==> config.mk <==
export PLATFORM = sky130hd
export DESIGN_NAME = sha256_message_hasher_flat
export DESIGN_NICKNAME = d
export VERILOG_FILES = /design/src/sv/s256_pkg.sv /design/src/sv/s256_in_if.sv /design/src/sv/s256_out_if.sv /design/src/sv/s256_msgbuf.sv /design/src/sv/s256_chain.sv /design/src/sv/s256_core.sv /design/src/sv/sha256_message_hasher.sv /design/src/flat_wrapper.sv
export SDC_FILE = /design/constraint.sdc
export NUM_CORES = 2
export LEC_CHECK = 0
export ABC_AREA = 0
export BUFFER_PORTS_ARGS = -buffer_cell sky130_fd_sc_hd__buf_4
export CAP_MARGIN = 30
export CORE_ASPECT_RATIO = 1.4
export CORE_MARGIN = 3
export CORE_UTILIZATION = 45
export CTS_BUF_LIST = sky130_fd_sc_hd__clkbuf_4
export CTS_CLUSTER_DIAMETER = 120
export DETAILED_ROUTE_END_ITERATION = 10
export HOLD_SLACK_MARGIN = 0.02
export PLACE_DENSITY = 0.62
export RECOVER_POWER = 100
export SLEW_MARGIN = 10
export SYNTH_ARGS = -nofsm -noshare
export SYNTH_HDL_FRONTEND = slang
export SYNTH_SLANG_ARGS = --single-unit
==> constraint.sdc <==
create_clock -name i_clk -period 13.51 [get_ports i_clk]
set_input_delay 2.0265 -clock i_clk [delete_from_list [all_inputs] [get_ports i_clk]]
set_output_delay 2.0265 -clock i_clk [all_outputs]
set_load 0.02 [all_outputs]
==> src/sv/s256_pkg.sv <==
// ----------------------------------------------------------------------------
// s256_pkg
// Shared types, round constants and SHA-256 bit functions for the hasher.
// ----------------------------------------------------------------------------
package s256_pkg;

    localparam logic [31:0] PAD_MARKER = 32'h8000_0000;

    typedef enum logic [2:0] {
        ST_IDLE,
        ST_PAD,
        ST_PREP0,
        ST_PREP1,
        ST_ROUND,
        ST_FOLD,
        ST_OUT
    } t_state;

    typedef enum logic [2:0] {
        OP_HOLD,
        OP_PREP,
        OP_ROUND,
        OP_FOLD,
        OP_SHIFT
    } t_core_op;

    typedef struct packed {
        t_core_op    op;
        logic        fresh;
        logic [5:0]  rnd;
        logic [2:0]  fidx;
    } t_core_ctl;

    function automatic logic [31:0] init_hash(input logic [2:0] idx);
        logic [31:0] v;
        case (idx)
            3'd0:    v = 32'h6a09e667;
            3'd1:    v = 32'hbb67ae85;
            3'd2:    v = 32'h3c6ef372;
            3'd3:    v = 32'ha54ff53a;
            3'd4:    v = 32'h510e527f;
            3'd5:    v = 32'h9b05688c;
            3'd6:    v = 32'h1f83d9ab;
            default: v = 32'h5be0cd19;
        endcase
        return v;
    endfunction

    function automatic logic [31:0] round_k(input logic [5:0] idx);
        logic [31:0] k;
        case (idx)
            6'd0:  k = 32'h428a2f98; 6'd1:  k = 32'h71374491;
            6'd2:  k = 32'hb5c0fbcf; 6'd3:  k = 32'he9b5dba5;
            6'd4:  k = 32'h3956c25b; 6'd5:  k = 32'h59f111f1;
            6'd6:  k = 32'h923f82a4; 6'd7:  k = 32'hab1c5ed5;
            6'd8:  k = 32'hd807aa98; 6'd9:  k = 32'h12835b01;
            6'd10: k = 32'h243185be; 6'd11: k = 32'h550c7dc3;
            6'd12: k = 32'h72be5d74; 6'd13: k = 32'h80deb1fe;
            6'd14: k = 32'h9bdc06a7; 6'd15: k = 32'hc19bf174;
            6'd16: k = 32'he49b69c1; 6'd17: k = 32'hefbe4786;
            6'd18: k = 32'h0fc19dc6; 6'd19: k = 32'h240ca1cc;
            6'd20: k = 32'h2de92c6f; 6'd21: k = 32'h4a7484aa;
            6'd22: k = 32'h5cb0a9dc; 6'd23: k = 32'h76f988da;
            6'd24: k = 32'h983e5152; 6'd25: k = 32'ha831c66d;
            6'd26: k = 32'hb00327c8; 6'd27: k = 32'hbf597fc7;
            6'd28: k = 32'hc6e00bf3; 6'd29: k = 32'hd5a79147;
            6'd30: k = 32'h06ca6351; 6'd31: k = 32'h14292967;
            6'd32: k = 32'h27b70a85; 6'd33: k = 32'h2e1b2138;
            6'd34: k = 32'h4d2c6dfc; 6'd35: k = 32'h53380d13;
            6'd36: k = 32'h650a7354; 6'd37: k = 32'h766a0abb;
            6'd38: k = 32'h81c2c92e; 6'd39: k = 32'h92722c85;
            6'd40: k = 32'ha2bfe8a1; 6'd41: k = 32'ha81a664b;
            6'd42: k = 32'hc24b8b70; 6'd43: k = 32'hc76c51a3;
            6'd44: k = 32'hd192e819; 6'd45: k = 32'hd6990624;
            6'd46: k = 32'hf40e3585; 6'd47: k = 32'h106aa070;
            6'd48: k = 32'h19a4c116; 6'd49: k = 32'h1e376c08;
            6'd50: k = 32'h2748774c; 6'd51: k = 32'h34b0bcb5;
            6'd52: k = 32'h391c0cb3; 6'd53: k = 32'h4ed8aa4a;
            6'd54: k = 32'h5b9cca4f; 6'd55: k = 32'h682e6ff3;
            6'd56: k = 32'h748f82ee; 6'd57: k = 32'h78a5636f;
            6'd58: k = 32'h84c87814; 6'd59: k = 32'h8cc70208;
            6'd60: k = 32'h90befffa; 6'd61: k = 32'ha4506ceb;
            6'd62: k = 32'hbef9a3f7;
            default: k = 32'hc67178f2;
        endcase
        return k;
    endfunction

    function automatic logic [31:0] rotr(input logic [31:0] x, input int unsigned n);
        return (x >> n) | (x << (32 - n));
    endfunction

    function automatic logic [31:0] big_sig0(input logic [31:0] x);
        return rotr(x, 2) ^ rotr(x, 13) ^ rotr(x, 22);
    endfunction

    function automatic logic [31:0] big_sig1(input logic [31:0] x);
        return rotr(x, 6) ^ rotr(x, 11) ^ rotr(x, 25);
    endfunction

    function automatic logic [31:0] sml_sig0(input logic [31:0] x);
        return rotr(x, 7) ^ rotr(x, 18) ^ (x >> 3);
    endfunction

    function automatic logic [31:0] sml_sig1(input logic [31:0] x);
        return rotr(x, 17) ^ rotr(x, 19) ^ (x >> 10);
    endfunction

endpackage

==> src/sv/s256_in_if.sv <==
// ----------------------------------------------------------------------------
// s256_in_if
// Message word channel: valid/ready handshake with the word payload.
// ----------------------------------------------------------------------------
interface s256_in_if;
    logic        valid;
    logic        ready;
    logic [31:0] data_word;
    logic [2:0]  valid_bytes;
    logic        last_item;

    modport source (output valid, output data_word, output valid_bytes,
                    output last_item, input ready);
    modport sink   (input valid, input data_word, input valid_bytes,
                    input last_item, output ready);
endinterface

==> src/sv/s256_out_if.sv <==
// ----------------------------------------------------------------------------
// s256_out_if
// Digest word channel: valid/ready handshake with the digest payload.
// ----------------------------------------------------------------------------
interface s256_out_if;
    logic        valid;
    logic        ready;
    logic [31:0] digest_word;
    logic [2:0]  word_index;
    logic        last_word;

    modport source (output valid, output digest_word, output word_index,
                    output last_word, input ready);
    modport sink   (input valid, input digest_word, input word_index,
                    input last_word, output ready);
endinterface

==> src/sv/s256_msgbuf.sv <==
// ----------------------------------------------------------------------------
// s256_msgbuf
// Sixteen-word block buffer: one write port, one registered read port.
// ----------------------------------------------------------------------------
module s256_msgbuf (
    input  logic        i_clk,
    input  logic        i_we,
    input  logic [3:0]  i_waddr,
    input  logic [31:0] i_wdata,
    input  logic [3:0]  i_raddr,
    output logic [31:0] o_rdata
);

    logic [31:0] r_mem [0:15];
    logic [31:0] r_rdata;

    always_ff @(posedge i_clk) begin
        if (i_we) begin
            r_mem[i_waddr] <= i_wdata;
        end
        r_rdata <= r_mem[i_raddr];
    end

    assign o_rdata = r_rdata;

endmodule

==> src/sv/s256_chain.sv <==
// ----------------------------------------------------------------------------
// s256_chain
// Eight-word chaining value store: one write port, one registered read port.
// ----------------------------------------------------------------------------
module s256_chain (
    input  logic        i_clk,
    input  logic        i_we,
    input  logic [2:0]  i_waddr,
    input  logic [31:0] i_wdata,
    input  logic [2:0]  i_raddr,
    output logic [31:0] o_rdata
);

    logic [31:0] r_mem [0:7];
    logic [31:0] r_rdata;

    always_ff @(posedge i_clk) begin
        if (i_we) begin
            r_mem[i_waddr] <= i_wdata;
        end
        r_rdata <= r_mem[i_raddr];
    end

    assign o_rdata = r_rdata;

endmodule

==> src/sv/s256_core.sv <==
// ----------------------------------------------------------------------------
// s256_core
// Round datapath: working variables a..h, rolling schedule window, the
// precomputed h+K+W term, and the serial fold into the chaining value.
// ----------------------------------------------------------------------------
module s256_core import s256_pkg::*; (
    input  logic        i_clk,
    input  t_core_ctl   i_ctl,
    input  logic [31:0] i_buf_data,
    input  logic [31:0] i_chain_data,
    output logic [31:0] o_head,
    output logic [31:0] o_sum
);

    logic [31:0] r_v     [0:7];
    logic [31:0] r_sched [0:15];
    logic [31:0] r_pre;

    logic [31:0] w_sched;
    logic [31:0] w_next;
    logic [31:0] t1;
    logic [31:0] t2;
    logic [31:0] base;
    logic [5:0]  k_idx;

    always_comb begin
        w_sched = sml_sig1(r_sched[14]) + r_sched[9] + sml_sig0(r_sched[1]) + r_sched[0];
        // first sixteen schedule words come straight from the block buffer
        w_next  = (i_ctl.rnd < 6'd15) ? i_buf_data : w_sched;
        k_idx   = i_ctl.rnd + 6'd1;
        t1      = r_pre + big_sig1(r_v[4]) + ((r_v[4] & r_v[5]) ^ (~r_v[4] & r_v[6]));
        t2      = big_sig0(r_v[0]) + ((r_v[0] & r_v[1]) ^ (r_v[0] & r_v[2]) ^ (r_v[1] & r_v[2]));
        base    = i_ctl.fresh ? init_hash(i_ctl.fidx) : i_chain_data;
        o_sum   = base + r_v[0];
    end

    always_ff @(posedge i_clk) begin
        case (i_ctl.op)
            OP_PREP: begin
                if (i_ctl.fresh) begin
                    for (int i = 0; i < 8; i++) begin
                        r_v[i] <= init_hash(3'(i));
                    end
                end
                r_pre <= round_k(6'd0) + i_buf_data
                       + (i_ctl.fresh ? init_hash(3'd7) : r_v[7]);
                for (int i = 0; i < 15; i++) begin
                    r_sched[i] <= r_sched[i + 1];
                end
                r_sched[15] <= i_buf_data;
            end
            OP_ROUND: begin
                // g now is h of the next round
                r_pre <= round_k(k_idx) + w_next + r_v[6];
                for (int i = 0; i < 15; i++) begin
                    r_sched[i] <= r_sched[i + 1];
                end
                r_sched[15] <= w_next;
                r_v[7] <= r_v[6];
                r_v[6] <= r_v[5];
                r_v[5] <= r_v[4];
                r_v[4] <= r_v[3] + t1;
                r_v[3] <= r_v[2];
                r_v[2] <= r_v[1];
                r_v[1] <= r_v[0];
                r_v[0] <= t1 + t2;
            end
            OP_FOLD: begin
                for (int i = 0; i < 7; i++) begin
                    r_v[i] <= r_v[i + 1];
                end
                r_v[7] <= o_sum;
            end
            OP_SHIFT: begin
                for (int i = 0; i < 7; i++) begin
                    r_v[i] <= r_v[i + 1];
                end
                r_v[7] <= r_v[0];
            end
            default: begin
            end
        endcase
    end

    assign o_head = r_v[0];

endmodule

==> src/sv/sha256_message_hasher.sv <==
// ----------------------------------------------------------------------------
// sha256_message_hasher
// SHA-256 over a byte message streamed as big-endian 32-bit words.
// ----------------------------------------------------------------------------
// Full words are taken one per cycle into a 16-word block buffer; the input
// stalls while the hasher pads, compresses or outputs the digest. A block
// passes through the setup states ST_PREP0 and ST_PREP1, the rounds (one
// round per cycle in the round datapath) and a serial read-add-write over
// the 8-word chaining store. After the last word the padding words are
// written one per cycle (up to 16, or up to 18 when they spill into an extra
// block), the final blocks compress, and the eight digest words follow,
// index 0 first, one per cycle while the sink is ready. The block then holds
// the initial hash values for the next message.
// ----------------------------------------------------------------------------
module sha256_message_hasher import s256_pkg::*; (
    input  logic        i_clk,
    input  logic        i_rst_n,
    s256_in_if.sink     i_msg,
    s256_out_if.source  o_dig
);

    t_state      r_state, n_state;
    logic [3:0]  r_pos,   n_pos;
    logic [63:0] r_bits,  n_bits;
    logic [5:0]  r_rnd,   n_rnd;
    logic [2:0]  r_oidx,  n_oidx;
    logic        r_pad,   n_pad;
    logic        r_mark,  n_mark;
    logic        r_hi,    n_hi;
    logic        r_final, n_final;
    logic        r_fresh, n_fresh;

    logic        in_acc;
    logic [2:0]  in_n;
    logic [4:0]  in_sh;
    logic [31:0] in_word;
    logic [31:0] pad_word;

    logic        buf_we;
    logic [3:0]  buf_waddr;
    logic [31:0] buf_wdata;
    logic [3:0]  buf_raddr;
    logic [31:0] buf_rdata;

    logic        chn_we;
    logic [2:0]  chn_waddr;
    logic [2:0]  chn_raddr;
    logic [31:0] chn_rdata;

    t_core_ctl   core_ctl;
    logic [31:0] core_head;
    logic [31:0] core_sum;

    s256_msgbuf u_msgbuf (
        .i_clk   (i_clk),
        .i_we    (buf_we),
        .i_waddr (buf_waddr),
        .i_wdata (buf_wdata),
        .i_raddr (buf_raddr),
        .o_rdata (buf_rdata)
    );

    s256_chain u_chain (
        .i_clk   (i_clk),
        .i_we    (chn_we),
        .i_waddr (chn_waddr),
        .i_wdata (core_sum),
        .i_raddr (chn_raddr),
        .o_rdata (chn_rdata)
    );

    s256_core u_core (
        .i_clk        (i_clk),
        .i_ctl        (core_ctl),
        .i_buf_data   (buf_rdata),
        .i_chain_data (chn_rdata),
        .o_head       (core_head),
        .o_sum        (core_sum)
    );

    assign i_msg.ready       = (r_state == ST_IDLE);
    assign in_acc            = i_msg.valid & i_msg.ready;
    assign o_dig.valid       = (r_state == ST_OUT);
    assign o_dig.digest_word = core_head;
    assign o_dig.word_index  = r_oidx;
    assign o_dig.last_word   = (r_oidx == 3'd7);

    always_comb begin
        // non-last words and oversized counts carry four bytes
        in_n  = (!i_msg.last_item || i_msg.valid_bytes > 3'd4) ? 3'd4 : i_msg.valid_bytes;
        in_sh = {in_n[1:0], 3'b000};
        if (in_n == 3'd4) begin
            in_word = i_msg.data_word;
        end else begin
            in_word = (i_msg.data_word & ~(32'hFFFF_FFFF >> in_sh)) | (PAD_MARKER >> in_sh);
        end

        if (r_mark) begin
            pad_word = PAD_MARKER;
        end else if (r_pos == 4'd14) begin
            pad_word = r_bits[63:32];
        end else if (r_pos == 4'd15 && r_hi) begin
            pad_word = r_bits[31:0];
        end else begin
            pad_word = 32'd0;
        end
    end

    always_comb begin
        n_state  = r_state;
        n_pos    = r_pos;
        n_bits   = r_bits;
        n_rnd    = r_rnd;
        n_oidx   = r_oidx;
        n_pad    = r_pad;
        n_mark   = r_mark;
        n_hi     = r_hi;
        n_final  = r_final;
        n_fresh  = r_fresh;

        buf_we    = 1'b0;
        buf_waddr = r_pos;
        buf_wdata = in_word;
        buf_raddr = 4'd0;
        chn_we    = 1'b0;
        chn_waddr = r_rnd[2:0] - 3'd1;
        chn_raddr = r_rnd[2:0];

        core_ctl.op    = OP_HOLD;
        core_ctl.fresh = r_fresh;
        core_ctl.rnd   = r_rnd;
        core_ctl.fidx  = r_rnd[2:0] - 3'd1;

        case (r_state)
            ST_IDLE: begin
                if (in_acc) begin
                    buf_we = 1'b1;
                    n_pos  = r_pos + 4'd1;
                    n_bits = r_bits + {58'd0, in_n, 3'b000};
                    if (i_msg.last_item) begin
                        n_pad  = 1'b1;
                        n_mark = (in_n == 3'd4);
                        n_hi   = 1'b0;
                    end
                    if (r_pos == 4'd15) begin
                        n_final = 1'b0;
                        n_state = ST_PREP0;
                    end else if (i_msg.last_item) begin
                        n_state = ST_PAD;
                    end
                end
            end
            ST_PAD: begin
                buf_we    = 1'b1;
                buf_wdata = pad_word;
                n_pos     = r_pos + 4'd1;
                if (r_mark) begin
                    n_mark = 1'b0;
                end else if (r_pos == 4'd14) begin
                    n_hi = 1'b1;
                end
                if (r_pos == 4'd15) begin
                    n_final = !r_mark && r_hi;
                    n_state = ST_PREP0;
                end
            end
            ST_PREP0: begin
                buf_raddr = 4'd0;
                n_state   = ST_PREP1;
            end
            ST_PREP1: begin
                buf_raddr   = 4'd1;
                core_ctl.op = OP_PREP;
                n_rnd       = 6'd0;
                n_state     = ST_ROUND;
            end
            ST_ROUND: begin
                // prefetch the buffer word two rounds ahead
                buf_raddr   = r_rnd[3:0] + 4'd2;
                core_ctl.op = OP_ROUND;
                n_rnd       = r_rnd + 6'd1;
                if (r_rnd == 6'd63) begin
                    n_rnd   = 6'd0;
                    n_state = ST_FOLD;
                end
            end
            ST_FOLD: begin
                n_rnd = r_rnd + 6'd1;
                if (r_rnd != 6'd0) begin
                    chn_we      = 1'b1;
                    core_ctl.op = OP_FOLD;
                end
                if (r_rnd == 6'd8) begin
                    n_rnd   = 6'd0;
                    n_fresh = 1'b0;
                    if (r_final) begin
                        n_pad   = 1'b0;
                        n_hi    = 1'b0;
                        n_final = 1'b0;
                        n_bits  = 64'd0;
                        n_oidx  = 3'd0;
                        n_state = ST_OUT;
                    end else if (r_pad) begin
                        n_state = ST_PAD;
                    end else begin
                        n_state = ST_IDLE;
                    end
                end
            end
            ST_OUT: begin
                if (o_dig.ready) begin
                    core_ctl.op = OP_SHIFT;
                    n_oidx      = r_oidx + 3'd1;
                    if (r_oidx == 3'd7) begin
                        n_fresh = 1'b1;
                        n_state = ST_IDLE;
                    end
                end
            end
            default: begin
                n_state = ST_IDLE;
            end
        endcase
    end

    always_ff @(posedge i_clk) begin
        if (!i_rst_n) begin
            r_state <= ST_IDLE;
            r_pos   <= 4'd0;
            r_bits  <= 64'd0;
            r_rnd   <= 6'd0;
            r_oidx  <= 3'd0;
            r_pad   <= 1'b0;
            r_mark  <= 1'b0;
            r_hi    <= 1'b0;
            r_final <= 1'b0;
            r_fresh <= 1'b1;
        end else begin
            r_state <= n_state;
            r_pos   <= n_pos;
            r_bits  <= n_bits;
            r_rnd   <= n_rnd;
            r_oidx  <= n_oidx;
            r_pad   <= n_pad;
            r_mark  <= n_mark;
            r_hi    <= n_hi;
            r_final <= n_final;
            r_fresh <= n_fresh;
        end
    end

endmodule
==> src/flat_wrapper.sv <==
// flat-port wrapper written by rule: the top's interface ports become plain ports
module sha256_message_hasher_flat import s256_pkg::*;
  (i_clk, i_rst_n, i_msg_valid, i_msg_data_word, i_msg_valid_bytes, i_msg_last_item, i_msg_ready, o_dig_valid, o_dig_digest_word, o_dig_word_index, o_dig_last_word, o_dig_ready);
  s256_in_if i_msg_i ();
  s256_out_if o_dig_i ();
  input  logic i_clk;
  input  logic i_rst_n;
  input wire logic [$bits(i_msg_i.valid)-1:0] i_msg_valid;
  input wire logic [$bits(i_msg_i.data_word)-1:0] i_msg_data_word;
  input wire logic [$bits(i_msg_i.valid_bytes)-1:0] i_msg_valid_bytes;
  input wire logic [$bits(i_msg_i.last_item)-1:0] i_msg_last_item;
  output wire logic [$bits(i_msg_i.ready)-1:0] i_msg_ready;
  output wire logic [$bits(o_dig_i.valid)-1:0] o_dig_valid;
  output wire logic [$bits(o_dig_i.digest_word)-1:0] o_dig_digest_word;
  output wire logic [$bits(o_dig_i.word_index)-1:0] o_dig_word_index;
  output wire logic [$bits(o_dig_i.last_word)-1:0] o_dig_last_word;
  input wire logic [$bits(o_dig_i.ready)-1:0] o_dig_ready;
  assign i_msg_i.valid = i_msg_valid;
  assign i_msg_i.data_word = i_msg_data_word;
  assign i_msg_i.valid_bytes = i_msg_valid_bytes;
  assign i_msg_i.last_item = i_msg_last_item;
  assign i_msg_ready = i_msg_i.ready;
  assign o_dig_valid = o_dig_i.valid;
  assign o_dig_digest_word = o_dig_i.digest_word;
  assign o_dig_word_index = o_dig_i.word_index;
  assign o_dig_last_word = o_dig_i.last_word;
  assign o_dig_i.ready = o_dig_ready;
  sha256_message_hasher u_core (.i_clk(i_clk), .i_rst_n(i_rst_n), .i_msg(i_msg_i), .o_dig(o_dig_i));
endmodule
# Word level (Yosys, flattened, before mapping)
# Memories as Yosys holds them, arrays and structs flattened. A register that Yosys moved wholly into a read port is not among the register bits.
# Index checks and enable logic that the tools add are counted.
# totals
regBits	117
mem_bits_rw	1536
mem_bits_ro	2048
in_bits	40
output_inout_bits	38
elab_cells	303
memories	5
# memory_table
memory	words	width	read_ports	rd_ports_with_merged_regs	write_ports	line_no	source
(name not given)	64	32	1	0	0	s256_pkg.sv:51	case (idx)
u_core.u_core.r_sched	16	32	16	0	16	s256_core.sv:16	logic [31:0] r_sched [0:15];
u_core.u_msgbuf.r_mem	16	32	1	1	1	s256_msgbuf.sv:14	logic [31:0] r_mem [0:15];
u_core.u_chain.r_mem	8	32	1	1	1	s256_chain.sv:14	logic [31:0] r_mem [0:7];
u_core.u_core.r_v	8	32	8	0	8	s256_core.sv:15	logic [31:0] r_v [0:7];
# classes
add_sub_neg	19
n_lt_le_gt_ge	2
n_eq_ne	34
shifts	2
n_mux	136
bitwise	71
reduce_logical	23
# op_table
op	count
$mux W32	65
$add A32 B32 Y32	12
$xor A32 B32 Y32	9
$pmux W32 S7	1
$and A32 B32 Y32	6
$mux W64	3
$pmux W64 S2	1
$add A64 B6 Y64	1
$not A32 Y32	2
$pmux W32 S2	1
$shr A32 B5 Y32 const A	2
$mux W3	14
$or A1 B1 Y1	40
$mux W1	35
$add A31 B32 Y32 const A	1
$or A10 B32 Y32	1
$or A13 B32 Y32	1
$or A14 B32 Y32	1
$or A15 B32 Y32	1
$or A19 B32 Y32	1
$or A21 B32 Y32	1
$or A25 B32 Y32	1
$or A26 B32 Y32	1
$or A30 B32 Y32	1
43 further kinds	85

# Longest topological paths before layout
# An unclocked memory read counts as a cell.
# depth
ltp_word	11
mapped_depth	32
depth_no_buf	32

# Modules after synthesis
# Synthesis repeated with hierarchy kept, for this count alone.
# hier_totals
hier_cells	6662
area_unflattened_um2	85947.4
# by_module_without_submodules
mod	instances	cells_each	area_each_um2	seq_area_each_um2
s256_core	1	4765	50629.8	24023.0
s256_msgbuf	1	838	19835.3	16015.4
s256_chain	1	415	10466.3	8328.0
sha256_message_hasher	1	644	5016.1	1641.6

# Least setup slack after synthesis
# OpenSTA, ideal clock, no wires.
# synth_path
path_kind	register -> register
start	register u_core.r_state[0]
end	register u_core.u_core.r_pre[0] (enable)
arrival_time_ns	10.097
required_ns	9.648
path_slack_ns	-0.449
stages_incl_launch_ff	7
path_buffers	3
period_less_slack_ns	13.959
cell_sequence	dfxtp_1 -> clkbuf_1 -> inv_1 -> nand2_1 -> clkbuf_1 -> clkbuf_1 -> nand2_1
# synth_via
elab_chain_cells	4
elab_cells_between_ends	8
classes_between	eq/ne: 6; mux: 1; reduce/logical: 1
# synth_rtl
element	line_no	source
start: declaration	sha256_message_hasher.sv:22	t_state r_state, n_state;
start signal: assignment	sha256_message_hasher.sv:239	r_state <= n_state;
$eq A3 B3 Y1 / $eq A3 B2 Y1 (equally long branches)	sha256_message_hasher.sv:134	case (r_state)
$pmux W3 S4 *	sha256_message_hasher.sv:134	
$eq A3 B2 Y1 / $eq A3 B1 Y1 (equally long branches)	s256_core.sv:38	case (i_ctl.op)
$reduce_bool A2 Y1 (no line) *	--	
end signal: assignment	s256_core.sv:45	r_pre <= round_k(6'd0) + i_buf_data
end signal: assignment	s256_core.sv:54	r_pre <= round_k(k_idx) + w_next + r_v[6];
end: declaration	s256_core.sv:17	logic [31:0] r_pre;
# Every way passes the cells marked *; elsewhere a longest branch is shown, timed or not.
# A chain may end at the register's enable or synchronous reset.

==> flow_metrics.py <==
metrics = {
    "critical_path": {
        "path_max_fanout": 155,
        "cp-startpoint": "u_core.r_state[2]",
        "worst_setup_path_start_kind": "flop",
        "worstPathArrival_ns": 11.54,
        "critical_path_required_ns": 14.31,
        "worstSetupPathType": "reg2reg",
        "r2r-start": "u_core.r_state[2]",
        "end_kind": "flop",
    },
    "logic_synthesis": {
        "synth_top_cell_area_share_pct": 55.88,
        "ys_types": 87,
        "synth_area_leaders": "edfxtp_1, mux4_2, ha_1, fa_1, xnor2_1",
        "ys_ff_latch": 1714,
        "yosys_warnings": 0,
        "ys_seq_area_share_pct": 59.35,
        "synth_cells": 6390,
        "netlist_area_sq_um": 84260,
        "synth_top_flop_cell": "edfxtp_1",
        "synth.largest_area_cell": "edfxtp_1",
        "synthArstFlopShare_pct": 0,
        "synth_edf_count": 1568,
        "syn_area_per_cell_sq_um": 13.19,
        "synth_fp_nets": 6873,
    },
    "detailed_routing": {
        "postRouteAntennaNets": 0,
        "post_drt_wl_per_cell_um": 26.36,
        "drc": 0,
        "via_per_inst": 5.795,
        "drtIter0Drc": 5549,
        "vias": 54930,
        "first_pass_iters": 7,
        "wl_mm": 249.9,
    },
    "placed_design": {
        "io_buffers": 77,
        "dpl.hpwl_mm": 169.1,
        "gp_congestion": 0.9731,
    },
    "floorplan": {
        "core_sq_um": 185800,
        "num_rows": 187,
        "die_y_um": 518,
        "io_pins": 78,
        "die_area_sq_um": 192500,
        "die_w_um": 371.7,
        "start_util_pct": 45.36,
    },
    "sta": {
        "finalClockSkew_ns": 0.1333,
        "period_share_pct": 79.49,
        "period_needed_ns": 10.74,
        "setup_viol": 0,
        "final-max-slew-violation-count": 1739,
        "hold_viol_final": 0,
        "max_freq_mhz": 93.12,
        "worst_pin_slew_ns": 9.210,
        "relSlewSlack_pct": -514.0,
        "fin_tns_setup_ns": 0,
        "grt_setup_unrepaired": "no",
    },
    "final_layout": {
        "multiInputGateArea_sq_um": 31340,
        "register_area_sq_um": 50020,
        "layout_commonest_cell": "edfxtp_1",
        "drive_gt1_share_pct": 14.86,
        "layout.nets": 7147,
        "mostFrequentLayoutCells": "edfxtp_1, clkbuf_4, nand2_1, inv_1, a21oi_1",
        "area_delta_synth_final_pct": 10.29,
        "nFillCells": 16460,
    },
    "clock_network": {
        "postCtsResizedCells": 0,
        "cts_hold_buf": 0,
        "cts_buffer_depth": 4,
        "cts_buffers": 415,
        "htree_levels": 5,
        "clock_latency_ns": 1.28,
        "cts.clk_slew.worst_paths_ns": 0.08,
        "cts-root-buf": "clkbuf_4",
        "cts_tree": "built",
        "cts.sinks": 1714,
        "post_cts_buffers": 0,
    },
    "worst_hold_path": {
        "min_from": "u_core.u_core.r_sched[1][97]",
        "hp-class": "reg2reg",
    },
    "global_routing": {
        "antenna_found_initial": 9,
        "grt_max_degree": 156,
        "grt_pass1_vias": 54990,
        "grt_pass1_wl_mm": 364.4,
        "grt-ovfl-total": 0,
        "grt_use_total_pct": 25.65,
    },
    "status": {
        "violations": "max-capacitance violations, max-slew violations",
        "status": "complete, but fails checks",
    },
    "job": {
        "drv_cap": 43,
    },
}
sequential cells by signal, summed over array words and instances, names as in the netlist:
register,count
u_core.u_core.r_sched,512
u_core.u_msgbuf.r_mem,512
u_core.u_chain.r_mem,256
u_core.u_core.r_v,256
u_core.r_bits,61
u_core.u_chain.o_rdata,32
u_core.u_core.r_pre,32
u_core.u_msgbuf.o_rdata,32
u_core.r_rnd,6
u_core.buf_waddr,4
u_core.o_dig.word_index,3
u_core.r_state,3
u_core.r_final,1
u_core.r_fresh,1
u_core.r_hi,1
u_core.r_mark,1
u_core.r_pad,1
cell families after synthesis:
kind of cell / Yosys count / share of synthesized area [%]
xor gates and xnor gates: 503 / 5.228
adders and majority gates: 456 / 8.176
buffers and inverters: 803 / 3.735
muxes: 252 / 5.926
DFF: 1714 / 59.35
AOI/OAI and AO/OA: 1404 / 10.92
and+or+nand+nor: 1258 / 6.669
Yosys cell counts, types with 67 or more instances:
master / number
ha_1: 281
o21ai_0: 321
fa_1: 162
xnor2_1: 337
nand2_1: 489
edfxtp_1: 1568
xor2_1: 166
dfxtp_1: 146
mux4_2: 196
clkbuf_1: 259
a21oi_1: 369
nor2_1: 364
a211oi_1: 67
a21o_1: 129
o22a_1: 86
inv_1: 447
cell type report:
class / instances / share of cell area, %
tap: 2457 / 3.308
antenna: 11 / 0.02962
sequential: 1714 / 53.82
timing repair buffer: 211 / 1.412
clock buffer: 609 / 4.920
multi-input combinational: 3873 / 33.72
clock inverter: 154 / 0.9721
inverter: 449 / 1.814
through the flow:
stage               cells  hold WS [ns]  area [sq um]  setup WS, ns  utilization (%)
CTS                  9451        0.3464         93260         5.140            50.20
global route         9471        0.3515         92910         2.420            50.01
floorplan            6390        0.4003         84260         5.100                -
finish               9478        0.3224         92930         2.772            50.02
global placement     8681        0.4004         87680         5.356            47.20
detailed placement   8688        0.4045         87790         5.220            47.25
path summary, 6_finish.rpt:
check,to,cells past startpoint,slack [ns]
worst min register to register,u_core.u_core.r_sched[1][65],0,0.32
worst min-delay path,u_core.u_core.r_sched[1][65],0,0.32
worst max register to register,u_core.u_core.r_v[0][48],7,2.77
worst max-delay path,u_core.u_core.r_v[0][48],7,2.77
metal layers:
layer  track usage (%)  wire length (um)  up-vias  share of wire [%]
met4             13.03             13990        2                5.6
met5                 0                15        -             0.0060
met2             42.03            121600     2267                 49
met3             4.534             16890      617                6.8
met1             32.69             97360    27630                 39
li1                  -                 -    24420                  -
worst max-delay path: stages (launching register included):
cell and delay [ns]:
dfxtp_1 0.64, nand2b_1 0.22, nor2_1 0.52, clkbuf_1 6.32, a21oi_4 -0.56, clkbuf_1 1.11
nand2_4 0.81, buf_4 0.81
Power is not shown: default switching activity piles up to over one toggle a cycle in this logic, so the estimate is an artifact.
